<file path="config.mk">
export PLATFORM = sky130hd
export DESIGN_NAME = utf8_decoder_surrogate_join_top
export DESIGN_NICKNAME = d
export VERILOG_FILES = /design/src/rtl/u8sj_pkg.sv /design/src/rtl/u8sj_decode.sv /design/src/rtl/utf8_decoder_surrogate_join_top.sv
export SDC_FILE = /design/constraint.sdc
export NUM_CORES = 1
export LEC_CHECK = 0
export ABC_AREA = 1
export BUFFER_PORTS_ARGS = -buffer_cell sky130_fd_sc_hd__buf_2
export CAP_MARGIN = 15
export CORE_UTILIZATION = 40
export DETAILED_ROUTE_END_ITERATION = 6
export SYNTH_ARGS = -nofsm -noshare
export SYNTH_HDL_FRONTEND = slang
export SYNTH_SLANG_ARGS = --single-unit
</file>
<file path="constraint.sdc">
create_clock -name clk -period 3.8 [get_ports clk]
set_clock_uncertainty 0.2 [all_clocks]
set_input_delay 0.57 -clock clk [delete_from_list [all_inputs] [get_ports clk]]
set_output_delay 0.57 -clock clk [all_outputs]
set_load 0.1 [all_outputs]
</file>
<file path="src/rtl/u8sj_pkg.sv">
// shared types and constants of the utf8 / cesu-8 decoder
package u8sj_pkg;

	localparam int unsigned CP_W       = 21;
	localparam int unsigned TDATA_IN_W = 8;
	localparam int unsigned TDATA_OUT_W = 24;

	localparam logic [CP_W-1:0] CP_INVALID = 21'h00FFFD;
	localparam logic [CP_W-1:0] HIGH_SURR_LO = 21'h00D800;
	localparam logic [CP_W-1:0] HIGH_SURR_HI = 21'h00DBFF;
	localparam logic [CP_W-1:0] LOW_SURR_LO  = 21'h00DC00;
	localparam logic [CP_W-1:0] LOW_SURR_HI  = 21'h00DFFF;
	localparam logic [CP_W-1:0] SUPP_BASE    = 21'h010000;

	// lead byte tags, compared against the top bits of the byte
	localparam logic [2:0] LEAD2_TAG = 3'b110;
	localparam logic [3:0] LEAD3_TAG = 4'b1110;
	localparam logic [4:0] LEAD4_TAG = 5'b11110;

	// decoder state carried between bytes
	typedef struct packed {
		logic [1:0]      bytes_left;
		logic [CP_W-1:0] partial_value;
		logic [9:0]      held_high;
		logic            surr_pending;
	} u8sj_state_t;

	// one result of a byte step
	typedef struct packed {
		logic            emit;
		logic [CP_W-1:0] code_point;
		logic            status;
		logic            last;
	} u8sj_result_t;

endpackage

</file>
<file path="src/rtl/u8sj_decode.sv">
// single-byte decode step: lead/continuation handling and surrogate join
module u8sj_decode
	import u8sj_pkg::*;
(
	input  u8sj_state_t  state,
	input  logic [7:0]   data_byte,
	input  logic         end_of_text,
	output u8sj_state_t  state_next,
	output u8sj_result_t result
);

	logic            done;
	logic            emit;
	logic            truncated;
	logic [CP_W-1:0] cp;
	logic [CP_W-1:0] res;
	logic [CP_W-1:0] shifted;
	logic [CP_W-1:0] joined;
	u8sj_state_t     nxt;

	// merge the low six bits of a continuation byte
	assign shifted = {state.partial_value[CP_W-7:0], data_byte[5:0]};

	// supplementary code point from held high half and current low half
	assign joined = {1'b0, state.held_high, cp[9:0]} + SUPP_BASE;

	always_comb begin
		done      = 1'b0;
		emit      = 1'b0;
		cp        = '0;
		res       = '0;
		truncated = 1'b0;
		nxt       = state;

		// byte decode
		if (state.bytes_left == 2'd0) begin
			if (data_byte[7] == 1'b0) begin
				cp   = CP_W'(data_byte);
				done = 1'b1;
			end else if (data_byte[7:5] == LEAD2_TAG) begin
				nxt.partial_value = CP_W'(data_byte[4:0]);
				nxt.bytes_left    = 2'd1;
			end else if (data_byte[7:4] == LEAD3_TAG) begin
				nxt.partial_value = CP_W'(data_byte[3:0]);
				nxt.bytes_left    = 2'd2;
			end else if (data_byte[7:3] == LEAD4_TAG) begin
				nxt.partial_value = CP_W'(data_byte[2:0]);
				nxt.bytes_left    = 2'd3;
			end else begin
				cp   = CP_INVALID;
				done = 1'b1;
			end
		end else begin
			nxt.bytes_left = state.bytes_left - 2'd1;
			if (state.bytes_left == 2'd1) begin
				cp                = shifted;
				nxt.partial_value = '0;
				done              = 1'b1;
			end else begin
				nxt.partial_value = shifted;
			end
		end

		// surrogate pairing on a finished code point
		if (done) begin
			if (state.surr_pending) begin
				if (cp >= LOW_SURR_LO && cp <= LOW_SURR_HI) begin
					res = joined;
				end else begin
					res = CP_INVALID;
				end
				nxt.surr_pending = 1'b0;
				nxt.held_high    = '0;
				emit             = 1'b1;
			end else if (cp >= HIGH_SURR_LO && cp <= HIGH_SURR_HI) begin
				nxt.held_high    = cp[9:0];
				nxt.surr_pending = 1'b1;
			end else begin
				res  = cp;
				emit = 1'b1;
			end
		end

		// end of text always yields one result and clears the state
		if (end_of_text) begin
			truncated = (nxt.bytes_left != 2'd0) || nxt.surr_pending;
			nxt       = '0;
		end

		state_next        = nxt;
		result.emit       = emit || end_of_text;
		result.code_point = truncated ? '0 : res;
		result.status     = truncated;
		result.last       = end_of_text;
	end

endmodule

</file>
<file path="src/rtl/utf8_decoder_surrogate_join_top.sv">
// top level of the utf8 / cesu-8 decoder with surrogate pair joining
// Takes one byte per cycle when not stalled (tlast marks the last byte of a
// text) and gives at most one code point per byte. Throughput is one byte per
// clock while s_tready is high. A byte is loaded into the input register at
// its transfer and decoded there against the running state. Its code point is
// loaded into the output register when the input stage advances, which sets
// output valid; the output transfer follows once m_tready is high.
// The output register decouples the two sides: input keeps flowing while a
// result waits, as long as the byte in the input register causes no result or
// the output register drains. tuser on the output is the truncated status, set
// when a text ends inside a sequence or with a high surrogate held (code point 0).
module utf8_decoder_surrogate_join_top
	import u8sj_pkg::*;
(
	input  logic                   clk,
	input  logic                   arst_n,
	// slave side
	input  logic                   s_tvalid,
	output logic                   s_tready,
	input  logic [TDATA_IN_W-1:0]  s_tdata,   // [7:0] data_byte
	input  logic                   s_tlast,   // end_of_text
	// master side
	output logic                   m_tvalid,
	input  logic                   m_tready,
	output logic [TDATA_OUT_W-1:0] m_tdata,   // [20:0] code_point, [23:21] zero
	output logic                   m_tuser,   // [0] status
	output logic                   m_tlast    // last
);

	logic         valid_s1;
	logic [7:0]   byte_s1;
	logic         eot_s1;
	logic         adv;
	logic         out_valid_q;
	logic [CP_W-1:0] cp_q;
	logic         status_q;
	logic         last_q;
	u8sj_state_t  state_q;
	u8sj_state_t  state_next;
	u8sj_result_t result;

	// decode of the byte in the input register
	u8sj_decode u_decode (
		.state       (state_q),
		.data_byte   (byte_s1),
		.end_of_text (eot_s1),
		.state_next  (state_next),
		.result      (result)
	);

	// the input stage moves on unless its result finds the output register blocked
	assign adv      = valid_s1 && (!result.emit || !out_valid_q || m_tready);
	assign s_tready = !valid_s1 || adv;

	// control registers
	always_ff @(posedge clk or negedge arst_n) begin
		if (!arst_n) begin
			valid_s1    <= 1'b0;
			out_valid_q <= 1'b0;
			state_q     <= '0;
		end else begin
			if (s_tready) begin
				valid_s1 <= s_tvalid;
			end
			if (adv) begin
				state_q <= state_next;
			end
			if (adv && result.emit) begin
				out_valid_q <= 1'b1;
			end else if (m_tready) begin
				out_valid_q <= 1'b0;
			end
		end
	end

	// input payload register
	always_ff @(posedge clk) begin
		if (s_tvalid && s_tready) begin
			byte_s1 <= s_tdata[7:0];
			eot_s1  <= s_tlast;
		end
	end

	// output payload register
	always_ff @(posedge clk) begin
		if (adv && result.emit) begin
			cp_q     <= result.code_point;
			status_q <= result.status;
			last_q   <= result.last;
		end
	end

	assign m_tvalid = out_valid_q;
	assign m_tdata  = {{(TDATA_OUT_W-CP_W){1'b0}}, cp_q};
	assign m_tuser  = status_q;
	assign m_tlast  = last_q;

endmodule

</file>
==> metrics.cfg, run 1 <==
[clocking]
clock_latency_ns=0.34
cts_htree_levels=3
path_clk_slew_ns=0.07
clock-sinks=62
cts_tree=done
clock_path_buffers=2
cts_setup_buffers=0
hold_buffers=0
cts_inserted_buffers=9
clockRootBuffer=clkbuf_8
post_cts_resized=0

[die]
coreArea_sq_um=7410
die-area_sq_um=8160
die_y_microns=90.3
ioPinCount=41
start_util_pct=42.1
row_count=31
die_x_microns=90.3

[drt]
finalWirelength_microns=7040
antenna_left=0
drtIter0Drc=149
first_pass_iters=5
vias=2509
drc_errors=0
routedWlPerCell_microns=14.2
via_per_inst=5.08

[setup_path]
worst-setup-path-type=flip-flop to output port
worstSetupEndpointType=output port
required_ns=3.03
ff2ff_path_depth=11
crit_arrival_ns=2.67
cp-start-kind=flip-flop
crit_fanout=12

[cells_and_area]
postLayoutCellArea_sq_um=3580
antenna_cells=0
syn_to_final_growth_pct=14.6
final_net_count=404
final_common_cell=nand2_1
layout-drive-gt1-share_pct=19.5
most-common-layout-cells=90 x nand2_1, 41 x nor2_1, 36 x buf_2

[min_path]
hold_path.class=input port to asynchronous set/reset pin

[synthesis]
yosysUniqueCellTypes=36
synth_area_sq_um=3120
yosysSeqAreaShare_pct=54.9
avgSynthCellArea_sq_um=8.84
synth_top_area_share_pct=30.8
synth_compound_area_share_pct=9.86
synthAdderAreaFrac_pct=0.401
synthCells=353
synth-simple-area-share_pct=26.5
ys_dominant_reg_cell=edfxtp_1
yosys.area.top_type=edfxtp_1
yosys_register_bits=62
synth_top_family_by_area=simple AND/OR/NAND/NOR gates
synth_edf_count=32
ys_warn_count=0
synthArstFlopShare_pct=48.4
synthTopCellsByArea=edfxtp_1 31%, dfrtp_1 24%, nand2_1 11%
synth_xor_area_share_pct=0
muxShareOfSynthArea_pct=0

[grt]
grt_pass1_vias=2383
grt_pass1_wl_microns=11900
grt_usage_pct=18.9
grt_max_degree=32
grt_overflow=0
antenna_found_initial=0

[sta]
relSlewSlack_pct=51.2
timing.final.crit_share_pct=90.5
hold_viol=0
setup_viol=0
fin_ws_ns=0.363
rsz0062_at_grt=no
finalCriticalPeriod_ns=3.44
finalSetupTns_ns=0
worstMarginPinSlew_ns=0.732
slew_viol_final=0
max_freq_ghz=0.291

[outcome]
status=finished clean

[run]
cap_violations=0

[pwr]
p_leak_nw=1.61
power.density_nw_per_um2=688
vdd_drop_max_uv=430

[placement]
place_congestion=0.889
dp_hpwl_microns=5030
io_buffers=37
dp_slack_ns=0.657
dpl_cell_area_sq_um=3350

==> logic make-up after synthesis <==
group	after synthesis
AND/OR/NAND/NOR	181
other	1
buffers and inverters	54
AO/OA/AOI/OAI	54
flip-flops	62
adder cells (fa/ha/maj)	1
==> metrics by stage <==
| stage | std cells | utilization [%] | total power [mW] | hold slack (ns) |
|---|---|---|---|---|
| final | 494 | 48.3 | 2.46 | 0.0824 |
| after floorplan | 355 | - | 1.68 | 0.0744 |
| after CTS | 494 | 48.3 | 2.48 | 0.0994 |
| after global routing | 494 | 48.3 | 2.57 | 0.132 |
| after detailed placement | 478 | 45.3 | 1.83 | 0.257 |
| after global placement | 478 | 45.3 | 1.82 | 0.252 |
==> cell usage after synthesis, types with 2 or more instances <==
library cell  instances
nand2_1              90
buf_2                 4
nand4_1              26
o41ai_1               2
o211ai_1              2
nor2_1               41
edfxtp_1             32
buf_8                 2
nand3_2               2
nand2_2               4
buf_4                 4
inv_1                30
inv_2                 5
dfrtp_1              30
o21ai_1               6
nor2_2                2
clkbuf_1              5
o21ai_0              11
nand3_1              11
a21oi_1              28
==> worst max-delay path, cell delays in order (launching register included) <==
cell      delay, ns
edfxtp_1       0.40
nand2_1        0.09
nor2_1         0.18
o21ai_1        0.13
nand2_2        0.15
o21ai_1        0.20
nor2_4         0.18
nand4_2        0.29
nand2_1        0.18
inv_1          0.07
nand3_1        0.11
clkbuf_4       0.35
==> power by group <==
part,internal [mW],switching (mW)
clock,0.371,0.273
sequential,0.834,0.0360
combinational,0.142,0.804
total,1.35,1.11
==> routing by layer <==
layer | share of wire (%) | GRT usage, %
met3 | 5.2 | 4.80
met1 | 46 | 25.5
met4 | 1.1 | 5.24
met5 | 0 | 0
met2 | 47 | 30.2
==> sequential cells by signal, summed over array words and instances, names as in the netlist <==
register  count
cp_q         21
state_q      28
byte_s1       8
m_tlast       1
m_tvalid      1
valid_s1      1
eot_s1        1
m_tuser       1
==> worst paths after layout <==
| check | start | to | slack (ns) |
|---|---|---|---|
| min in group clk | s_tlast | eot_s1$_DFFE_PP_ | 0.20 |
| setup reg to reg | byte_s1[7]$_DFFE_PP_ | cp_q[19]$_SDFFCE_PP0P_ | 0.67 |
| max in group asynchronous | arst_n | state_q[2]$_DFFE_PN0P_ | 2.85 |
| setup / recovery | byte_s1[7]$_DFFE_PP_ | s_tready | 0.36 |
| hold reg to reg | state_q[22]$_DFFE_PN0P_ | state_q[22]$_DFFE_PN0P_ | 0.27 |
| hold / removal | arst_n | state_q[17]$_DFFE_PN0P_ | 0.08 |
==> final cells by class <==
class                           count  area, sq um
Clock inverter                      7         97.6
Timing Repair Buffer               41          218
Sequential cell                    62         1710
Tap cell                           99          124
Fill cell                         740         3830
Inverter                           37          144
Multi-Input combinational cell    239         1160
Clock buffer                        9          124
(Power assumes the default switching activity.)
==> run 2: changes to the inputs <==
--- a/config.mk
+++ b/config.mk
@@ -8,8 +8,12 @@
 export ABC_AREA = 1
 export BUFFER_PORTS_ARGS = -buffer_cell sky130_fd_sc_hd__buf_2
 export CAP_MARGIN = 15
+export CELL_PAD_IN_SITES_DETAIL_PLACEMENT = 1
+export CELL_PAD_IN_SITES_GLOBAL_PLACEMENT = 1
 export CORE_UTILIZATION = 40
+export CTS_BUF_LIST = sky130_fd_sc_hd__clkbuf_4 sky130_fd_sc_hd__clkbuf_8 sky130_fd_sc_hd__clkbuf_16
 export DETAILED_ROUTE_END_ITERATION = 6
+export PLACE_DENSITY_LB_ADDON = 0.1
 export SYNTH_ARGS = -nofsm -noshare
 export SYNTH_HDL_FRONTEND = slang
 export SYNTH_SLANG_ARGS = --single-unit
==> metrics.cfg, run 2 (synthesis gave the netlist of run 1 again) <==
[die]
die_x_microns=90.3
start_util_pct=42.1
ioPinCount=41
die-area_sq_um=8160
row_count=31
die_y_microns=90.3
coreArea_sq_um=7410

[cells_and_area]
fill_cells=905
syn_to_final_growth_pct=14.2
final_net_count=405
top_register=state_q
final_common_cell=nand2_1
fin_util_pct=48.1
largest_reg_flops=28
antenna_cells=0
largest_registers=state_q: 28 flops, cp_q: 21 flops, byte_s1: 8 flops
most-common-layout-cells=90 x nand2_1, 41 x nor2_1, 36 x buf_2
layout-drive-gt1-share_pct=19.7
instances_no_fill=495

[placement]
dp_slack_ns=0.609
place_congestion=0.855
place_inst=479
dp_hpwl_microns=5710
io_buffers=37

[grt]
grt_pass1_wl_microns=13600
grt_pass1_vias=2638
grt_overflow=0
busiest_layer=met2
grt_max_degree=31
grt_usage_pct=21.7
use_met1_pct=28.3
grt_use_met3_pct=4.38
grt_use_met2_pct=35.1
antenna_found_initial=0

[drt]
vias=2589
drc_errors=0
finalWirelength_microns=7990
antenna_left=0
drtIter0Drc=126
first_pass_iters=4
routedWlPerCell_microns=16.1
via_per_inst=5.23

[sta]
setup_viol=0
slew_viol_final=0
timing.final.crit_share_pct=91.8
rsz0062_at_grt=no
finalCriticalPeriod_ns=3.49
finalSetupTns_ns=0
hold_viol=0
max_freq_ghz=0.287
worstMarginPinSlew_ns=0.722
fin_ws_ns=0.310
relSlewSlack_pct=51.8

[setup_path]
worst-setup-path-type=flip-flop to output port
crit_arrival_ns=2.72
regToRegStartpoint=state_q[32]$_DFFE_PN0P_
crit_fanout=12
ff2ff_setup_slack_ns=0.73
cp-start-kind=flip-flop
required_ns=3.03
worstReg2RegEnd=cp_q[16]$_SDFFCE_PP0P_
ff2ff_path_depth=14
worstSetupEndpointType=output port

[clocking]
path_clk_slew_ns=0.07
cts_tree=done
clock-sinks=62
cts_inserted_buffers=9
clock_latency_ns=0.35
clock_path_buffers=2
hold_buffers=0
cts_setup_buffers=0
clockRootBuffer=clkbuf_8
post_cts_resized=0
cts_htree_levels=3

[min_path]
hold_path.class=input port to asynchronous set/reset pin

[outcome]
status=finished clean

[run]
cap_violations=0

[pwr]
p_leak_nw=1.61
power.density_nw_per_um2=682
vdd_drop_max_uv=330

[run 2: report_power, final]
group	internal (mW)	switching, mW	total [mW]
Sequential	0.834	0.0377	0.872
Clock	0.318	0.277	0.595
Combinational	0.144	0.818	0.962
Total	1.30	1.13	2.43
[run 2: area by class of cell]
| cell class | instances | area (sq um) | area share, % |
|---|---|---|---|
| timing repair buffer | 42 | 225 | 6.32 |
| multi-input combinational | 239 | 1160 | 32.5 |
| clock buffer | 10 | 138 | 3.86 |
| clock inverter | 6 | 61.3 | 1.72 |
| tap | 99 | 124 | 3.48 |
| inverter | 37 | 144 | 4.04 |
| sequential | 62 | 1710 | 48.1 |
[run 2: critical path: stages (launching register included)]
cell,delay (ns)
dfrtp_1,0.48
inv_2,0.12
nand3_1,0.08
nor2_1,0.17
nand2_2,0.15
nand2_1,0.12
nand2_1,0.07
nand2_2,0.10
inv_2,0.04
nand2_2,0.07
nand4_2,0.26
nand2_1,0.18
inv_1,0.07
nand3_1,0.12
clkbuf_4,0.35
[run 2: per-stage QoR]
step / total power [mW] / instance area (sq um) / hold slack [ns]
3_3_place_gp: 1.84 / 3360 / 0.249
3_5_place_dp: 1.85 / 3360 / 0.257
5_1_grt: 2.54 / 3560 / 0.145
4_1_cts: 2.45 / 3560 / 0.0898
2_1_floorplan: 1.68 / 3130 / 0.0744
6_report: 2.43 / 3560 / 0.0757
[run 2: how the worst max path moves through the flow]
stage / startpoint / endpoint / slack, ns / cells after the start
2_1_floorplan: state_q[32]$_DFFE_PN0P_ / byte_s1[0]$_DFFE_PP_ / 0.72 / 12
3_3_place_gp: state_q[33]$_DFFE_PN0P_ / s_tready / 0.75 / 14
3_5_place_dp: state_q[32]$_DFFE_PN0P_ / s_tready / 0.61 / 14
4_1_cts: state_q[32]$_DFFE_PN0P_ / s_tready / 0.22 / 14
5_1_grt: state_q[32]$_DFFE_PN0P_ / s_tready / 0.07 / 14
6_report: state_q[32]$_DFFE_PN0P_ / s_tready / 0.31 / 14
[run 2: metal layers]
| metal | vias to the layer above | wire length (microns) | share of wire, % |
|---|---|---|---|
| met1 | 1250 | 3740 | 47 |
| li1 | 1266 | - | - |
| met4 | 0 | 137 | 1.7 |
| met5 | - | 0 | 0 |
| met2 | 61 | 3820 | 48 |
| met3 | 12 | 286 | 3.6 |
